<file path="config.mk">
export PLATFORM = sky130hd
export DESIGN_NAME = tga_rle24_decoder
export DESIGN_NICKNAME = d
export VERILOG_FILES = /design/src/sv/tga_pkg.sv /design/src/sv/tga_front.sv /design/src/sv/tga_queue.sv /design/src/sv/tga_back.sv /design/src/sv/tga_rle24_decoder.sv
export VERILOG_INCLUDE_DIRS = /design/src /design/src/sv
export SDC_FILE = /design/constraint.sdc
export NUM_CORES = 1
export LEC_CHECK = 0
export BUFFER_PORTS_ARGS = -buffer_cell sky130_fd_sc_hd__buf_2
export CAP_MARGIN = 20
export CORE_MARGIN = 1
export CORE_UTILIZATION = 55
export CTS_BUF_LIST = sky130_fd_sc_hd__clkbuf_16
export CTS_CLUSTER_SIZE = 10
export DETAILED_ROUTE_END_ITERATION = 10
export PLACE_DENSITY = 0.75
export SLEW_MARGIN = 40
export SYNTH_ARGS = -nofsm -noshare
export SYNTH_HDL_FRONTEND = slang
export SYNTH_SLANG_ARGS = --single-unit
</file>
<file path="constraint.sdc">
create_clock -name clk -period 8.14 [get_ports clk]
set_clock_uncertainty 0.1 [all_clocks]
set_input_delay 0.407 -clock clk [delete_from_list [all_inputs] [get_ports clk]]
set_output_delay 0.407 -clock clk [all_outputs]
set_load 0.01 [all_outputs]
</file>
<file path="src/sv/tga_rle24_decoder_assert.svh">
// Assertion macros for the TGA RLE decoder.
`ifndef TGA_RLE24_DECODER_ASSERT_SVH
`define TGA_RLE24_DECODER_ASSERT_SVH

`ifndef NO_ASSERTIONS
`define TGA_ASSERT(lbl, prop) \
  lbl: assert property (@(posedge clk) disable iff (!rst_n) prop) \
    else $error("tga decoder assertion failed");
`define TGA_ASSERT_RST(lbl, prop) \
  lbl: assert property (@(posedge clk) prop) \
    else $error("tga decoder reset assertion failed");
`else
`define TGA_ASSERT(lbl, prop)
`define TGA_ASSERT_RST(lbl, prop)
`endif

`endif

</file>
<file path="src/sv/tga_pkg.sv">
// Types and constants shared by the TGA RLE decoder modules.
package tga_pkg;

  localparam int unsigned HEADER_LEN  = 18;
  localparam int unsigned PIXEL_BYTES = 3;
  localparam int unsigned QD_DEPTH    = 4;
  localparam int unsigned QD_AW       = $clog2(QD_DEPTH);

  localparam logic [4:0] HDR_WIDTH_LO  = 5'd12;
  localparam logic [4:0] HDR_WIDTH_HI  = 5'd13;
  localparam logic [4:0] HDR_HEIGHT_LO = 5'd14;
  localparam logic [4:0] HDR_HEIGHT_HI = 5'd15;
  localparam logic [4:0] HDR_LAST      = 5'(HEADER_LEN - 1);
  localparam logic [1:0] PIX_LAST      = 2'(PIXEL_BYTES - 1);
  localparam logic [6:0] COUNT_MASK    = 7'h7f;

  typedef enum logic [1:0] {
    FR_HEADER,
    FR_HEAD,
    FR_PIXEL
  } tga_front_state_t;

  typedef enum logic {
    BK_IDLE,
    BK_WALK
  } tga_back_state_t;

  typedef struct packed {
    logic [7:0] data_byte;
    logic       start_of_file;
  } tga_in_t;

  typedef struct packed {
    logic [23:0] pixel_value;
    logic [7:0]  repeat_count;
    logic [15:0] column;
    logic [15:0] storage_row;
    logic        last_of_image;
  } tga_out_t;

  typedef struct packed {
    logic        is_start;
    logic [23:0] pixel;
    logic [7:0]  count;
    logic [15:0] img_width;
    logic [15:0] img_height;
  } tga_entry_t;

  typedef struct packed {
    logic full;
    logic empty;
  } tga_qstat_t;

endpackage

</file>
<file path="src/sv/tga_front.sv">
// Byte parser: header capture, packet heads and pixel assembly.
module tga_front
  import tga_pkg::*;
(
  input  logic       clk,
  input  logic       rst_n,
  input  logic       in_push,
  output logic       in_full,
  input  tga_in_t    in_data,
  input  tga_qstat_t q_stat,
  output logic       q_push,
  output tga_entry_t q_entry
);

  tga_front_state_t state_r, state_nxt, state_e;
  logic [4:0]  hidx_r, hidx_nxt, hidx_e;
  logic [1:0]  bidx_r, bidx_nxt, bidx_e;
  logic [15:0] width_r, width_nxt;
  logic [15:0] height_r, height_nxt;
  logic        run_r, run_nxt;
  logic [7:0]  left_r, left_nxt;
  logic [15:0] pix_r, pix_nxt;
  logic        accept;
  logic [7:0]  b;

  assign in_full = q_stat.full;
  assign accept  = in_push && !q_stat.full;
  assign b       = in_data.data_byte;

  always_ff @(posedge clk) begin
    if (!rst_n) begin
      state_r <= FR_HEADER;
      hidx_r  <= '0;
      bidx_r  <= '0;
    end else begin
      state_r <= state_nxt;
      hidx_r  <= hidx_nxt;
      bidx_r  <= bidx_nxt;
    end
    width_r  <= width_nxt;
    height_r <= height_nxt;
    run_r    <= run_nxt;
    left_r   <= left_nxt;
    pix_r    <= pix_nxt;
  end

  always_comb begin
    state_e    = in_data.start_of_file ? FR_HEADER : state_r;
    hidx_e     = in_data.start_of_file ? 5'd0 : hidx_r;
    bidx_e     = in_data.start_of_file ? 2'd0 : bidx_r;
    state_nxt  = state_r;
    hidx_nxt   = hidx_r;
    bidx_nxt   = bidx_r;
    width_nxt  = width_r;
    height_nxt = height_r;
    run_nxt    = run_r;
    left_nxt   = left_r;
    pix_nxt    = pix_r;
    q_push     = 1'b0;
    q_entry.is_start   = (state_e == FR_HEADER);
    q_entry.pixel      = {b, pix_r};
    q_entry.count      = run_r ? left_r : 8'd1;
    q_entry.img_width  = width_r;
    q_entry.img_height = height_r;
    if (accept) begin
      case (state_e)
        FR_HEADER: begin
          if (hidx_e == HDR_WIDTH_LO) width_nxt[7:0] = b;
          if (hidx_e == HDR_WIDTH_HI) width_nxt[15:8] = b;
          if (hidx_e == HDR_HEIGHT_LO) height_nxt[7:0] = b;
          if (hidx_e == HDR_HEIGHT_HI) height_nxt[15:8] = b;
          state_nxt = FR_HEADER;
          hidx_nxt  = hidx_e + 5'd1;
          bidx_nxt  = bidx_e;
          if (hidx_e == HDR_LAST) begin
            hidx_nxt  = '0;
            state_nxt = FR_HEAD;
            q_push    = 1'b1;
          end
        end
        FR_HEAD: begin
          run_nxt   = b[7];
          left_nxt  = {1'b0, b[6:0] & COUNT_MASK} + 8'd1;
          bidx_nxt  = '0;
          state_nxt = FR_PIXEL;
        end
        FR_PIXEL: begin
          bidx_nxt = bidx_r + 2'd1;
          if (bidx_r == 2'd0) pix_nxt[7:0] = b;
          if (bidx_r == 2'd1) pix_nxt[15:8] = b;
          if (bidx_r == PIX_LAST) begin
            bidx_nxt = '0;
            q_push   = 1'b1;
            if (run_r) begin
              state_nxt = FR_HEAD;
            end else begin
              left_nxt = left_r - 8'd1;
              if (left_r == 8'd1) state_nxt = FR_HEAD;
            end
          end
        end
        default: begin
          state_nxt = FR_HEADER;
        end
      endcase
    end
  end

endmodule

</file>
<file path="src/sv/tga_queue.sv">
// Short request queue between the parser and the position walker.
module tga_queue
  import tga_pkg::*;
(
  input  logic       clk,
  input  logic       rst_n,
  input  logic       push,
  input  tga_entry_t wdata,
  input  logic       pop,
  output tga_entry_t rdata,
  output tga_qstat_t stat
);

  tga_entry_t           mem [QD_DEPTH];
  logic [QD_AW-1:0]     wptr_r, wptr_nxt;
  logic [QD_AW-1:0]     rptr_r, rptr_nxt;
  logic [QD_AW:0]       cnt_r, cnt_nxt;
  logic                 do_push, do_pop;

  assign stat.full  = (cnt_r == (QD_AW+1)'(QD_DEPTH));
  assign stat.empty = (cnt_r == '0);
  assign do_push    = push && !stat.full;
  assign do_pop     = pop && !stat.empty;
  assign rdata      = mem[rptr_r];

  always_comb begin
    wptr_nxt = do_push ? wptr_r + QD_AW'(1) : wptr_r;
    rptr_nxt = do_pop ? rptr_r + QD_AW'(1) : rptr_r;
    cnt_nxt  = cnt_r + (QD_AW+1)'(do_push) - (QD_AW+1)'(do_pop);
  end

  always_ff @(posedge clk) begin
    if (!rst_n) begin
      wptr_r <= '0;
      rptr_r <= '0;
      cnt_r  <= '0;
    end else begin
      wptr_r <= wptr_nxt;
      rptr_r <= rptr_nxt;
      cnt_r  <= cnt_nxt;
    end
  end

  always_ff @(posedge clk) begin
    if (do_push) mem[wptr_r] <= wdata;
  end

endmodule

</file>
<file path="src/sv/tga_back.sv">
// Position walker: clamps runs to the image and places each result.
`include "tga_rle24_decoder_assert.svh"
module tga_back
  import tga_pkg::*;
(
  input  logic       clk,
  input  logic       rst_n,
  input  tga_entry_t q_entry,
  input  tga_qstat_t q_stat,
  output logic       q_pop,
  output logic       out_empty,
  input  logic       out_pop,
  output tga_out_t   out_data
);

  tga_back_state_t state_r, state_nxt;
  logic        done_r, done_nxt;
  logic        out_valid_r, out_valid_nxt;
  tga_out_t    out_r, out_nxt;
  logic [15:0] width_r, width_nxt;
  logic [15:0] height_r, height_nxt;
  logic [15:0] col_r, col_nxt;
  logic [15:0] row_r, row_nxt;
  logic [7:0]  left_r, left_nxt;
  logic [7:0]  cov_r, cov_nxt;
  logic [23:0] pix_r, pix_nxt;
  logic [15:0] scol_r, scol_nxt;
  logic [15:0] srow_r, srow_nxt;
  logic [15:0] space;
  logic [16:0] newcol;
  logic [15:0] row_inc;
  logic        fits, finish, last, out_free;
  logic [7:0]  cov_fin;

  assign out_empty = !out_valid_r;
  assign out_data  = out_r;
  assign out_free  = !out_valid_r || out_pop;

  always_ff @(posedge clk) begin
    if (!rst_n) begin
      state_r     <= BK_IDLE;
      done_r      <= 1'b1;
      out_valid_r <= 1'b0;
    end else begin
      state_r     <= state_nxt;
      done_r      <= done_nxt;
      out_valid_r <= out_valid_nxt;
    end
    out_r    <= out_nxt;
    width_r  <= width_nxt;
    height_r <= height_nxt;
    col_r    <= col_nxt;
    row_r    <= row_nxt;
    left_r   <= left_nxt;
    cov_r    <= cov_nxt;
    pix_r    <= pix_nxt;
    scol_r   <= scol_nxt;
    srow_r   <= srow_nxt;
  end

  always_comb begin
    space   = width_r - col_r;
    newcol  = {1'b0, col_r} + {9'd0, left_r};
    row_inc = row_r + 16'd1;
    fits    = ({8'd0, left_r} <= space);
    finish  = 1'b0;
    last    = 1'b0;
    cov_fin = cov_r + left_r;
    if (fits) begin
      finish = 1'b1;
      last   = (newcol == {1'b0, width_r}) && (row_inc == height_r);
    end else if (row_inc == height_r) begin
      finish  = 1'b1;
      last    = 1'b1;
      cov_fin = cov_r + space[7:0];
    end
  end

  always_comb begin
    state_nxt     = state_r;
    done_nxt      = done_r;
    out_valid_nxt = out_pop ? 1'b0 : out_valid_r;
    out_nxt       = out_r;
    width_nxt     = width_r;
    height_nxt    = height_r;
    col_nxt       = col_r;
    row_nxt       = row_r;
    left_nxt      = left_r;
    cov_nxt       = cov_r;
    pix_nxt       = pix_r;
    scol_nxt      = scol_r;
    srow_nxt      = srow_r;
    q_pop         = 1'b0;
    case (state_r)
      BK_IDLE: begin
        if (!q_stat.empty) begin
          q_pop = 1'b1;
          if (q_entry.is_start) begin
            width_nxt  = q_entry.img_width;
            height_nxt = q_entry.img_height;
            col_nxt    = '0;
            row_nxt    = '0;
            done_nxt   = (q_entry.img_width == '0) || (q_entry.img_height == '0);
          end else if (!done_r) begin
            pix_nxt   = q_entry.pixel;
            left_nxt  = q_entry.count;
            cov_nxt   = '0;
            scol_nxt  = col_r;
            srow_nxt  = height_r - 16'd1 - row_r;
            state_nxt = BK_WALK;
          end
        end
      end
      BK_WALK: begin
        if (!finish) begin
          cov_nxt  = cov_r + space[7:0];
          left_nxt = left_r - space[7:0];
          col_nxt  = '0;
          row_nxt  = row_inc;
        end else if (out_free) begin
          out_valid_nxt         = 1'b1;
          out_nxt.pixel_value   = pix_r;
          out_nxt.repeat_count  = cov_fin;
          out_nxt.column        = scol_r;
          out_nxt.storage_row   = srow_r;
          out_nxt.last_of_image = last;
          done_nxt              = last;
          state_nxt             = BK_IDLE;
          if (fits && newcol != {1'b0, width_r}) begin
            col_nxt = newcol[15:0];
          end else begin
            col_nxt = '0;
            row_nxt = row_inc;
          end
        end
      end
      default: begin
        state_nxt = BK_IDLE;
      end
    endcase
  end

  `TGA_ASSERT(a_count_nonzero, out_valid_r |-> (out_r.repeat_count != 8'd0))
  `TGA_ASSERT(a_walk_col, (state_r == BK_WALK) |-> (col_r < width_r))
  `TGA_ASSERT(a_walk_row, (state_r == BK_WALK) |-> (row_r < height_r && left_r != 8'd0))
  `TGA_ASSERT(a_last_done, (out_valid_nxt && !out_valid_r && out_nxt.last_of_image) |=> done_r)
  `TGA_ASSERT_RST(a_reset_idle, !rst_n |=> (state_r == BK_IDLE && !out_valid_r && done_r))

endmodule

</file>
<file path="src/sv/tga_rle24_decoder.sv">
// Top level of the 24-bit run-length TGA decoder.
//
//   port group   dir  handshake        payload
//   in_*         in   in_push/in_full  tga_in_t  (data_byte, start_of_file)
//   out_*        out  out_pop/out_empty tga_out_t (pixel, count, column, row, last)
//
// One byte is taken per cycle while the request queue (four entries) has room.
// Each pixel result keeps the position walker busy for its pop, for each row end
// the run crosses and for placing it, so long runs in narrow images fill the queue and raise in_full.
// A finished result waits in the output register while later bytes are taken.
// Reset is synchronous; there is no clearing pass.
module tga_rle24_decoder
  import tga_pkg::*;
(
  input  logic     clk,
  input  logic     rst_n,
  input  logic     in_push,
  output logic     in_full,
  input  tga_in_t  in_data,
  output logic     out_empty,
  input  logic     out_pop,
  output tga_out_t out_data
);

  tga_qstat_t q_stat;
  tga_entry_t q_wdata, q_rdata;
  logic       q_push, q_pop;

  tga_front u_front (
    .clk     (clk),
    .rst_n   (rst_n),
    .in_push (in_push),
    .in_full (in_full),
    .in_data (in_data),
    .q_stat  (q_stat),
    .q_push  (q_push),
    .q_entry (q_wdata)
  );

  tga_queue u_queue (
    .clk   (clk),
    .rst_n (rst_n),
    .push  (q_push),
    .wdata (q_wdata),
    .pop   (q_pop),
    .rdata (q_rdata),
    .stat  (q_stat)
  );

  tga_back u_back (
    .clk       (clk),
    .rst_n     (rst_n),
    .q_entry   (q_rdata),
    .q_stat    (q_stat),
    .q_pop     (q_pop),
    .out_empty (out_empty),
    .out_pop   (out_pop),
    .out_data  (out_data)
  );

endmodule
</file>
# Yosys cells after proc, flatten, opt, wreduce, memory -nomap -nowiden
# Memory sizes are Yosys's and may differ from the RTL's. A register that Yosys moved wholly into a read port is not among the register bits.
# Index checks and enable logic that the tools add are counted.
# Widths: inputs -> output; s select.
[op_classes]
n_addsub = 16
n_bitwise = 4
n_eq_ne = 27
div_mod_pow = 0
shifts = 0
muxes = 65
order_cmp = 1
reduce_logical = 35
n_mul = 0
[op_table]
columns = ["operator", "n"]
rows = [
  ["$mux 16", 8],
  ["$mux 8", 13],
  ["$pmux 16 s2", 2],
  ["$pmux 8 s2", 3],
  ["$reduce_and 3->1", 11],
  ["$logic_not 16->1", 2],
  ["$sub 16x16->16", 2],
  ["$mux 1", 24],
  ["$eq 5x4->1 const B", 4],
  ["$reduce_and 4->1", 5],
  ["$ne 2x2->1 const B", 9],
  ["$add 16x8->17", 1],
  ["$eq 17x16->1", 1],
  ["$ne 17x16->1", 1],
  ["$add 16x1->16 const B", 1],
  ["$add 8x8->8", 2],
  ["$eq 16x16->1", 1],
  ["$le 8x16->1", 1],
  ["$mux 2", 8],
  ["$sub 16x1->16 const B", 1],
  ["$pmux 2 s3", 2],
  ["$mux 5", 2],
  ["$add 7x1->8 const B", 1],
  ["$eq 8x1->1 const B", 1],
  ["23 further kinds", 42],
]
[word_totals]
romBits = 0
mem_count = 1
latchBits = 0
mem_bits_rw = 260
output_inout_bits = 67
ff_bits = 277
[mem_list]
columns = ["name", "words", "width", "read_ports", "rd_ports_with_merged_regs", "wr", "line", "rtl"]
rows = [
  ["u_queue.mem", 4, 65, 1, 1, 1, "tga_queue.sv:14", "tga_entry_t mem [QD_DEPTH];"],
]

# Logic depth before layout (Yosys ltp)
# Gate-level depths: netlist (run 1).
[logic_depth]
word_depth = 8
mapped_depth = 22
ltp_nobuf = 20

# Cells and area by module
# A second synthesis (run 1) with hierarchy kept.
[unflattened]
hier_cells = 1474
hier_area_um2 = 23586.4
[by_module_without_submodules]
columns = ["module", "n_inst", "cells_each", "seq_area_each_um2", "area_each_um2"]
rows = [
  ["tga_back", 1, 879, 6095.8, 10815.4],
  ["tga_queue", 1, 389, 7987.7, 9905.8],
  ["tga_front", 1, 206, 1891.8, 2865.2],
]

# Worst setup path before layout (run 1)
# No wires, ideal clock.
[synth_path]
kind = "reg-to-reg"
start = "register (tool-made name)"
end = "register u_back.pix_r[0] (enable)"
arrival_ns = 6.949
required_ns = 7.432
stages_incl_launch_ff = 5
slack_ns = 0.483
path_buffers = 2
period_less_slack_ns = 7.657
setup_ns = 0.608
path_cell_list = "dfxtp_1 -> buf_2 -> clkbuf_1 -> mux4_2 -> nor4_1"
[synth_lines]
columns = ["item", "line", "rtl"]
rows = [
  ["to (signal assigned)", "tga_back.sv:56", "pix_r <= pix_nxt;"],
  ["to (decl)", "tga_back.sv:26", "logic [23:0] pix_r, pix_nxt;"],
]

# Worst setup path after layout (run 1)
[layout_path]
start = "register u_back.col_r[1]"
end = "register u_back.row_r[5] (enable)"
[layout_via]
elab_chain_cells = 5
[layout_rtl]
columns = ["item", "line", "rtl"]
rows = [
  ["from (decl)", "tga_back.sv:22", "logic [15:0] col_r, col_nxt;"],
  ["from (signal assigned)", "tga_back.sv:52", "col_r <= col_nxt;"],
  ["$sub 16x16->16 / $add 16x8->17 (equally long branches)", "tga_back.sv:62, tga_back.sv:63", ""],
  ["$le 8x16->1 / $ne 17x16->1 (equally long branches)", "tga_back.sv:65, tga_back.sv:129", ""],
  ["$mux 1 / $logic_and 1x1->1 (equally long branches)", "tga_back.sv:69, tga_back.sv:129", ""],
  ["$ne 3x3->1 (no line)", "--", ""],
  ["$reduce_and 4->1 (no line) (*)", "--", ""],
  ["to (signal assigned)", "tga_back.sv:53", "row_r <= row_nxt;"],
  ["to (decl)", "tga_back.sv:23", "logic [15:0] row_r, row_nxt;"],
]
# Mark *: on every way between the ends. The rest lies on a longest branch, timed or not.
# A chain may end at the register's enable or synchronous reset.

==> results of run 1 <==
[routing by layer]
layer	wire, um	vias to the layer above
met2	22800	428
met1	20300	6385
met3	2930	89
met5	0	-
met4	1340	0
li1	-	5925
[how the worst max path moves through the flow]
stage	startpoint	end	slack, ns
2_1_floorplan	register	u_back.pix_r[0]$_DFFE_PP_	0.48
3_3_place_gp	u_back.col_r[1]$_SDFFCE_PN0P_	u_back.row_r[14]$_SDFFCE_PN0P_	2.70
3_5_place_dp	u_back.col_r[1]$_SDFFCE_PN0P_	u_back.row_r[12]$_SDFFCE_PN0P_	2.56
4_1_cts	u_back.col_r[1]$_SDFFCE_PN0P_	u_back.row_r[5]$_SDFFCE_PN0P_	2.58
5_1_grt	u_back.col_r[1]$_SDFFCE_PN0P_	u_back.row_r[7]$_SDFFCE_PN0P_	2.22
6_report	u_back.col_r[1]$_SDFFCE_PN0P_	u_back.row_r[5]$_SDFFCE_PN0P_	2.56
[power groups by stage]
stage	clock network (W)	logic, W	registers, W
after floorplan	0	0.0000111	0.00306
after global placement	0	0.0000283	0.00306
after detailed placement	0	0.0000290	0.00306
after CTS	0.00246	0.0000290	0.00300
after global routing	0.00256	0.0000307	0.00300
final	0.00241	0.0000290	0.00300
[cell usage in the layout (no fill, tap or decap), types with 11 or more instances in the layout]
| cell | instances |
|---|---|
| dfxtp_1 | 19 |
| nand3_1 | 19 |
| buf_4 | 13 |
| ha_1 | 79 |
| nand2_1 | 70 |
| xor2_1 | 35 |
| buf_2 | 79 |
| xnor2_1 | 77 |
| a21o_1 | 15 |
| o21bai_1 | 11 |
| nor2_1 | 73 |
| o21ai_0 | 40 |
| nor4_1 | 15 |
| clkbuf_16 | 62 |
| nand2b_1 | 14 |
| and2_1 | 32 |
| a21oi_1 | 60 |
| mux4_2 | 65 |
| nand4_1 | 17 |
| nor2b_1 | 21 |
| inv_1 | 114 |
| nor3_1 | 23 |
| edfxtp_1 | 518 |
[stage by stage]
stage / util, % / total power [W]
after CTS: 62.4 / 0.00549
after floorplan: - / 0.00307
final: 62.4 / 0.00544
after global placement: 58.1 / 0.00309
after detailed placement: 58.2 / 0.00309
after global routing: 62.4 / 0.00559
[kinds of logic after synthesis]
group                      share of synthesized area, %
adders and majority gates                          4.83
xor gates and xnor gates                           4.26
muxes                                              6.91
DFF                                                68.3
and+or+nand+nor                                    7.60
buffers and inverters                              2.13
AOI/OAI and AO/OA                                  5.95
[worst max-delay path: cells and delay by family, from the launching register on]
kind                       cells  cell delay, ns
buffers and inverters          3            0.50
DFF                            1            0.45
adders and majority gates      2            0.57
AOI/OAI and AO/OA              8            1.61
and+or+nand+nor                7            1.89
xor gates and xnor gates       1            0.18
[final cells by class]
| class | instances | area [um2] | share of cell area (%) |
|---|---|---|---|
| clock buffers | 62 | 1550 | 5.92 |
| inverters | 81 | 304 | 1.16 |
| clock inverters | 44 | 231 | 0.884 |
| well taps | 539 | 674 | 2.58 |
| repair buffers | 93 | 504 | 1.93 |
| multi-input cells | 821 | 6940 | 26.5 |
| flip-flops and latches | 539 | 16000 | 61.0 |
==> flow_summary.json, run 1 <==
{
  "synth-main-ff-cell": "edfxtp_1",
  "r2r-end": "u_back.row_r[5]$_SDFFCE_PN0P_",
  "finalCriticalPeriod_ns": 5.58,
  "power_per_cell_area_nw_per_um2": 208,
  "rr_worst_depth": 21,
  "cp_max_fo": 16,
  "layer_with_the_highest_usage": "met2",
  "dpl_worst_slack_ns": 2.56,
  "dr.pass1.iters": 5,
  "seq_cells_post_synth": 539,
  "status": "completed",
  "power.leakage_nw": 9.06,
  "netSwitchingFraction_pct": 19.2,
  "cts-buffers-inserted": 61,
  "route.vias.total": 12827,
  "final-max-slew-violation-count": 0,
  "p_seq_share_pct": 55.2,
  "synth_top_area_share_pct": 66.5,
  "vias_in_the_first_global_route": 12949,
  "die_w_um": 208,
  "worst_path_max_delay_cell": "or4_1",
  "timing.final.ws_setup_ns": 2.56,
  "seq_area_frac_synth_pct": 68.3,
  "buffers_from_clock_root_to_sink_at_most": 3,
  "synthesis.yosys.warnings": 0,
  "netlist_instances": 1487,
  "clock.fmax_ghz": 0.179,
  "fin_hold_ws_ns": 0.108,
  "final_layout_size_suffix_gt1_share_pct": 15.8,
  "synth_top_cells_by_count": "edfxtp_1 (518), ha_1 (79), inv_1 (79)",
  "synth-edff-count": 518,
  "fillerInstances": 3001,
  "grt_first_pass_wirelength_um": 72800,
  "inserted_diodes": 0,
  "setup_slack_of_the_most_critical_reg_to_reg_path_ns": 2.56,
  "top_register": "u_queue.mem",
  "unrepaired_setup_endpoints_after_global_routing": "no",
  "globalRouteMet3Util_pct": 4.26,
  "setup_violations": 0,
  "cts_tree": "built",
  "cts_setup_buffers": 0,
  "post-route-period-util_pct": 68.5,
  "route.antenna.remaining_nets": 0,
  "grt_util_met2_pct": 36.3,
  "grt.total_usage_pct": 22.2,
  "port_buffer_count": 79,
  "hold_class": "primary input to register",
  "layout_overhead_on_the_synthesized_area_pct": 12.0,
  "cts.clk_slew.worst_paths_ns": 0.05,
  "grt_antenna_before_repair": 0,
  "worstPathCellList": "inv_1 -> ha_1 -> nor2b_1 -> o31a_1 -> o21ai_0 -> nand2b_1 -> a21o_1 -> a21oi_1 -> xnor2_1 -> inv_1 -> ha_1 -> nand4_1 -> o22a_1 -> nand4_1 -> nor4_1 -> o2111ai_1 -> or4_1 -> o31a_1 -> nand2_1 -> a21boi_1 -> buf_4",
  "vdd_ir_drop_max_mv": 0.199,
  "root_buffer": "clkbuf_16",
  "grtUsageMet1_pct": 29.8,
  "most_frequent_cell_after_synthesis": "edfxtp_1",
  "timing.critical_path.arrival_ns": 5.78,
  "final_wirelength_um": 47400,
  "dpl-instance-area_um2": 24400,
  "end_kind": "register",
  "routed_via_density": 5.89,
  "critical_path_required_ns": 8.35,
  "postSynth.asyncResetShare_pct": 0,
  "synth_cell_type_count": 77,
  "post_cts.resized_instances": 0,
  "grt.overflow.total": 0,
  "fp.dieH_um": 208,
  "crit_path_start_kind": "register",
  "finalSetupTns_ns": 0,
  "power.net_switching_w": 0.00105,
  "dp.final_hpwl_um": 30200,
  "initial_cell_density_of_the_core_pct": 55.8,
  "clock_tree.htree_level_count": 2,
  "worst_max_slew_margin_expressed_relative_to_the_limit_pct": 43.6,
  "drtIter0Drc": 909,
  "holdCritStartpoint": "rst_n",
  "layout.nets": 1696,
  "final_cell_area_um2": 26200,
  "final_cell_count_no_fill": 2179,
  "final-hold-violation-count": 0,
  "worst_hold_path.num_cells": 2,
  "ios": 80,
  "dpl.cell_count": 2073,
  "yosys.area.top_type": "edfxtp_1",
  "critPathMaxStageDelay_ns": 0.71,
  "core-area_um2": 41900,
  "syn_avg_cell_area_um2": 15.7,
  "pin_count_of_the_biggest_net_entering_global_routing": 56,
  "cts.sinks": 539,
  "floorplan.die_area_um2": 43300,
  "timing.rr.start": "u_back.col_r[1]$_SDFFCE_PN0P_",
  "clock_insertion_delay_worst_skew_ns": 0.62,
  "placementRows": 75,
  "drv_cap": 0,
  "post_drt_wl_per_cell_um": 21.8,
  "syn-num-nets": 1586,
  "post_syn_area_um2": 23400,
  "crit_type": "register to register",
  "synth.top_cells.by_area": "edfxtp_1 (67%), mux4_2 (6.3%), ha_1 (4.2%)",
  "cts.hold.buffers_added": 0,
  "intPower_w": 0.00440,
  "worst_pin_slew_ns": 0.841,
  "place.gp.congestion": 0.898,
  "power_frac_comb_pct": 0.5,
  "drc": 0,
  "max_reg_flops": 260,
  "holdPathEnd": "u_back.done_r$_SDFFE_PN1P_",
  "power_frac_clock_pct": 44.3
}
No activity file was read; power rests on OpenSTA's default activity.
==> run 2: changes to the inputs <==
--- a/config.mk
+++ b/config.mk
@@ -13,7 +13,7 @@
 export CTS_BUF_LIST = sky130_fd_sc_hd__clkbuf_16
 export CTS_CLUSTER_SIZE = 10
 export DETAILED_ROUTE_END_ITERATION = 10
-export PLACE_DENSITY = 0.75
+export PLACE_DENSITY = 0.72
 export SLEW_MARGIN = 40
 export SYNTH_ARGS = -nofsm -noshare
 export SYNTH_HDL_FRONTEND = slang
==> constraint.sdc (replaced) <==
create_clock -name clk -period 5.5 [get_ports clk]
set_clock_uncertainty 0.1 [all_clocks]
set_input_delay 0.275 -clock clk [delete_from_list [all_inputs] [get_ports clk]]
set_output_delay 0.275 -clock clk [all_outputs]
set_load 0.01 [all_outputs]
==> run 2 against run 1 <==
  * Final cell count up 0.37%
  * Cell area grew 0.48%
  * Global-route usage decreased by 0.50 points
  * Highest routed layer unchanged
  * Sequential share of layout area is 0.29 points lower
  * Largest cell class unchanged
  * Critical endpoint is now u_back.row_r[12]$_SDFFCE_PN0P_
  * Maximum frequency is 9.5% higher
  * Count of clock-buffer cells in the layout shrank 2
==> flow_summary.json, run 2 (synthesized netlist as in run 1, its figures left out) <==
{
  "final-hold-violation-count": 0,
  "drv_cap": 0,
  "netSwitchingFraction_pct": 19.4,
  "vdd_ir_drop_max_mv": 0.339,
  "intPower_w": 0.00645,
  "cts.clk_slew.worst_paths_ns": 0.06,
  "report.power.total_w": 0.00800,
  "rr_worst_depth": 21,
  "die_w_um": 208,
  "most_frequent_cells_in_the_layout": "edfxtp_1 (518), inv_1 (112), ha_1 (79), buf_2 (79), xnor2_1 (77)",
  "dpl_worst_slack_ns": 0.226,
  "grt_antenna_before_repair": 0,
  "dp.final_hpwl_um": 29800,
  "cp_max_fo": 16,
  "inserted_diodes": 0,
  "core-area_um2": 41900,
  "dpl-instance-area_um2": 24500,
  "power.net_switching_w": 0.00155,
  "status": "completed",
  "timing.final.ws_setup_ns": 0.408,
  "unrepaired_setup_endpoints_after_global_routing": "no",
  "clock_tree.htree_level_count": 2,
  "worst_pin_slew_ns": 0.778,
  "destination_of_the_critical_timing_path": "u_back.row_r[12]$_SDFFCE_PN0P_",
  "hold_class": "primary input to register",
  "mostFrequentLayoutCell": "edfxtp_1",
  "final_cell_area_um2": 26300,
  "vias_in_the_first_global_route": 12811,
  "post-route-period-util_pct": 92.6,
  "grt.overflow.total": 0,
  "dr.pass1.iters": 7,
  "r2r-end": "u_back.row_r[12]$_SDFFCE_PN0P_",
  "floorplan.die_area_um2": 43300,
  "clock.fmax_ghz": 0.196,
  "route.vias.total": 12748,
  "final_layout_size_suffix_gt1_share_pct": 16.0,
  "port_buffer_count": 79,
  "top_register": "u_queue.mem",
  "final-max-slew-violation-count": 0,
  "layout.nets": 1708,
  "power_frac_comb_pct": 0.6,
  "drtIter0Drc": 843,
  "cts_tree": "built",
  "power_frac_clock_pct": 43.9,
  "power_per_cell_area_nw_per_um2": 304,
  "max_reg_flops": 260,
  "routed_via_density": 5.83,
  "timing.critical_path.arrival_ns": 5.30,
  "buffers_from_clock_root_to_sink_at_most": 3,
  "pin_count_of_the_biggest_net_entering_global_routing": 57,
  "cts-buffers-inserted": 60,
  "post_drt_wl_per_cell_um": 21.0,
  "worst_max_slew_margin_expressed_relative_to_the_limit_pct": 48.1,
  "final_wirelength_um": 46000,
  "cts_setup_buffers": 0,
  "p_seq_share_pct": 55.5,
  "finalSetupTns_ns": 0,
  "worstSetupStartpoint": "u_back.col_r[1]$_SDFFCE_PN0P_",
  "root_buffer": "clkbuf_16",
  "grt.total_usage_pct": 21.7,
  "finalCriticalPeriod_ns": 5.09,
  "critical_path_required_ns": 5.71,
  "clock_insertion_delay_worst_skew_ns": 0.63,
  "placementRows": 75,
  "layout_overhead_on_the_synthesized_area_pct": 12.5,
  "end_kind": "register",
  "timing.rr.start": "u_back.col_r[1]$_SDFFCE_PN0P_",
  "setup_slack_of_the_most_critical_reg_to_reg_path_ns": 0.41,
  "power.leakage_nw": 9.09,
  "crit_type": "register to register",
  "drc": 0,
  "setup_violations": 0,
  "ios": 80,
  "initial_cell_density_of_the_core_pct": 55.8,
  "grt_first_pass_wirelength_um": 71600,
  "place.gp.congestion": 0.870,
  "post-route-util_pct": 62.7,
  "cts.sinks": 539,
  "crit_path_start_kind": "register",
  "route.antenna.remaining_nets": 0,
  "fp.dieH_um": 208
}
-- run 2: power by group through the flow --
stage	registers, W	logic [W]	clock network, W
2_1_floorplan	0.00453	0.0000164	0
3_3_place_gp	0.00453	0.0000413	0
3_5_place_dp	0.00453	0.0000419	0
5_1_grt	0.00444	0.0000495	0.00375
4_1_cts	0.00444	0.0000463	0.00359
6_report	0.00444	0.0000461	0.00352
-- run 2: worst min path at each step --
stage	from	endpoint	slack, ns	cells past startpoint
floorplan	in_data[1]	u_front.height_r[0]$_DFFE_PP_	0.27	0
global placement	u_back.srow_r[13]$_DFFE_PP_	u_back.out_data[14]$_DFFE_PP_	0.30	0
detailed placement	u_back.scol_r[0]$_DFFE_PP_	u_back.out_data[17]$_DFFE_PP_	0.30	0
CTS	out_pop	u_back.out_valid_r$_SDFF_PN0_	0.006	3
global route	in_data[5]	u_front.height_r[12]$_DFFE_PP_	0.006	1
finish	out_pop	u_back.out_valid_r$_SDFF_PN0_	0.02	3
-- run 2: per-layer routing --
| metal | wire length [um] | vias up | track usage (%) |
|---|---|---|---|
| met5 | 0 | - | 0 |
| met4 | 1030 | 0 | 7.05 |
| met3 | 2500 | 76 | 3.23 |
| met2 | 22400 | 369 | 35.8 |
| met1 | 20000 | 6360 | 29.9 |
| li1 | - | 5943 | - |
-- run 2: per-stage QoR --
step / std cells / hold WS [ns]
floorplan: 1487 / 0.274
global route: 2187 / 0.00613
detailed placement: 2078 / 0.305
finish: 2187 / 0.0249
global placement: 2078 / 0.301
CTS: 2187 / 0.00586
-- run 2: cell type report --
type / instances / area [um2]
clock inverters: 41 / 239
multi-input cells: 821 / 6940
fillers: 2984 / 15600
inverters: 81 / 305
repair buffers: 106 / 672
flip-flops and latches: 539 / 16000
well taps: 539 / 674
clock buffers: 60 / 1500
-- run 2: repair_timing --
item                                   in CTS  in global routing
hold buffers                                8                  0
endpoints found under the hold margin      90                  0
gates resized for setup                     0                  1
setup endpoints to repair                   0                 16
-- run 2: critical path: stages (launching register included) --
cell	delay, ns
edfxtp_1	0.44
inv_1	0.15
ha_1	0.24
nor2b_1	0.14
o31a_1	0.27
o21ai_0	0.15
nand2b_1	0.10
a21o_1	0.18
a21oi_1	0.16
xnor2_1	0.19
inv_1	0.08
ha_1	0.33
nand4_1	0.12
o22a_1	0.14
nand4_1	0.08
nor4_1	0.25
o2111ai_1	0.15
or4_4	0.63
o31a_1	0.25
nand2_1	0.13
a21boi_1	0.23
buf_4	0.28
==> run 3: changes to the inputs <==
--- a/config.mk
+++ b/config.mk
@@ -9,11 +9,11 @@
 export BUFFER_PORTS_ARGS = -buffer_cell sky130_fd_sc_hd__buf_2
 export CAP_MARGIN = 20
 export CORE_MARGIN = 1
-export CORE_UTILIZATION = 55
+export CORE_UTILIZATION = 57
 export CTS_BUF_LIST = sky130_fd_sc_hd__clkbuf_16
-export CTS_CLUSTER_SIZE = 10
+export CTS_CLUSTER_SIZE = 24
 export DETAILED_ROUTE_END_ITERATION = 10
-export PLACE_DENSITY = 0.72
+export PLACE_DENSITY = 0.74
 export SLEW_MARGIN = 40
 export SYNTH_ARGS = -nofsm -noshare
 export SYNTH_HDL_FRONTEND = slang
==> run 3 against run 2 <==
  * Cell area shrank 0.25%
  * Flip-flop and latch count is the same
  * Count of clock-buffer cells in the layout shrank 7
  * Critical path depth is the same
  * Critical path type unchanged
  * Largest cell class unchanged
==> flow_summary.json, run 3 (synthesized netlist as in run 1, its figures left out) <==
{
  "cp_max_fo": 16,
  "critical_path_required_ns": 5.70,
  "timing.final.ws_setup_ns": 0.337,
  "vdd_ir_drop_max_mv": 0.318,
  "cts_tree": "built",
  "route.vias.total": 12799,
  "crit_path_start_kind": "register",
  "mostFrequentLayoutCell": "edfxtp_1",
  "worst_pin_slew_ns": 0.862,
  "fin_hold_ws_ns": 0.0313,
  "dp.final_hpwl_um": 30000,
  "finalSetupTns_ns": 0,
  "power_frac_comb_pct": 0.6,
  "holdCritStartpoint": "in_data[3]",
  "setup_violations": 0,
  "crit_type": "register to register",
  "hold_class": "primary input to register",
  "initial_cell_density_of_the_core_pct": 58.3,
  "place.gp.congestion": 0.890,
  "cts.sinks": 539,
  "worstSetupStartpoint": "u_back.col_r[1]$_SDFFCE_PN0P_",
  "most_frequent_cells_in_the_layout": "edfxtp_1 (518), inv_1 (89), ha_1 (79), buf_2 (79), xnor2_1 (77)",
  "final-hold-violation-count": 0,
  "grt.total_usage_pct": 22.8,
  "ios": 80,
  "placementRows": 73,
  "cts-buffers-inserted": 53,
  "timing.critical_path.arrival_ns": 5.36,
  "die_w_um": 205,
  "fillerInstances": 2737,
  "route.antenna.remaining_nets": 0,
  "worstPathCellList": "inv_1 -> ha_1 -> nor2b_1 -> o31a_1 -> o21ai_0 -> nand2b_1 -> a21o_1 -> a21oi_1 -> xnor2_1 -> inv_1 -> ha_1 -> nand4_1 -> o22a_1 -> nand4_1 -> nor4_1 -> o2111ai_1 -> or4_4 -> o31a_1 -> nand2_1 -> a21boi_1 -> buf_6",
  "final-max-slew-violation-count": 0,
  "buffers_from_clock_root_to_sink_at_most": 3,
  "unrepaired_setup_endpoints_after_global_routing": "no",
  "clock_insertion_delay_worst_skew_ns": 0.61,
  "pin_count_of_the_biggest_net_entering_global_routing": 42,
  "end_kind": "register",
  "power_per_cell_area_nw_per_um2": 304,
  "status": "completed",
  "finalCriticalPeriod_ns": 5.16,
  "vias_in_the_first_global_route": 12785,
  "cts_setup_buffers": 0,
  "power.leakage_nw": 9.02,
  "clock_tree.htree_level_count": 2,
  "top_register": "u_queue.mem",
  "timing.rr.start": "u_back.col_r[1]$_SDFFCE_PN0P_",
  "grt_first_pass_wirelength_um": 72000,
  "netSwitchingFraction_pct": 19.2,
  "intPower_w": 0.00644,
  "root_buffer": "clkbuf_16",
  "max_reg_flops": 260,
  "routed_via_density": 5.89,
  "post_drt_wl_per_cell_um": 21.3,
  "post-route-period-util_pct": 93.9,
  "grt_antenna_before_repair": 0,
  "drc": 0,
  "worst_hold_path.num_cells": 1,
  "port_buffer_count": 79,
  "worst_max_slew_margin_expressed_relative_to_the_limit_pct": 42.2,
  "rr_worst_depth": 21,
  "worst_path_max_delay_cell": "or4_4",
  "inserted_diodes": 0,
  "layout_overhead_on_the_synthesized_area_pct": 12.2,
  "p_seq_share_pct": 55.7,
  "drtIter0Drc": 919,
  "post-route-util_pct": 65.5,
  "dpl_worst_slack_ns": 0.187,
  "final_layout_size_suffix_gt1_share_pct": 17.0,
  "drv_cap": 0,
  "power.net_switching_w": 0.00153,
  "cts.clk_slew.worst_paths_ns": 0.06,
  "layout.nets": 1704,
  "final_wirelength_um": 46200,
  "critPathMaxStageDelay_ns": 0.64,
  "grt.overflow.total": 0,
  "clock.fmax_ghz": 0.194,
  "core-area_um2": 40100,
  "dr.pass1.iters": 4,
  "fp.dieH_um": 205,
  "floorplan.die_area_um2": 41800,
  "power_frac_clock_pct": 43.8
}
[run 3: worst paths after layout]
check / to / slack [ns]
setup / recovery: u_back.row_r[15]$_SDFFCE_PN0P_ / 0.34
hold reg to reg: u_back.out_data[18]$_DFFE_PP_ / 0.32
setup reg to reg: u_back.row_r[15]$_SDFFCE_PN0P_ / 0.34
hold / removal: u_queue.mem[3][58]$_DFFE_PP_ / 0.03
[run 3: per-stage QoR]
step / total power [W] / cells / area, um2
floorplan: 0.00454 / 1487 / 23400
global placement: 0.00457 / 2069 / 24500
detailed placement: 0.00457 / 2070 / 24500
CTS: 0.00804 / 2174 / 26200
global route: 0.00820 / 2174 / 26200
finish: 0.00798 / 2174 / 26200
[run 3: cell type report]
class | count | area, um2 | area share, %
clock buffers | 53 | 1330 | 5.05
clock inverters | 46 | 367 | 1.40
inverters | 81 | 304 | 1.16
multi-input cells | 821 | 6950 | 26.5
flip-flops and latches | 539 | 16000 | 60.9
well taps | 525 | 657 | 2.50
repair buffers | 109 | 662 | 2.52
[run 3: what timing repair did]
action,CTS,global route
hold buffers,5,0
endpoints found under the setup margin,0,16
gates resized for setup,0,2
endpoints found under the hold margin,41,0
[run 3: power groups by stage]
stage	combinational [W]	sequential, W	clock (W)
2_1_floorplan	0.0000164	0.00453	0
3_3_place_gp	0.0000416	0.00453	0
5_1_grt	0.0000483	0.00444	0.00371
6_report	0.0000453	0.00444	0.00349
4_1_cts	0.0000453	0.00444	0.00356
3_5_place_dp	0.0000422	0.00453	0
[run 3: critical path, delay by kind of cell, from the launching register on]
kind,cells,cell delay [ns]
adders and majority gates,2,0.56
and+or+nand+nor,7,1.53
AOI/OAI and AO/OA,8,1.62
xor gates and xnor gates,1,0.18
buffers and inverters,3,0.44
DFF,1,0.45
[run 3: layer usage]
layer	vias to the layer above	wire [um]	global-route usage [%]
met5	-	0	0
met4	0	1150	7.78
met3	80	2480	3.85
met2	364	21900	36.1
met1	6410	20700	32.4
li1	5945	-	-
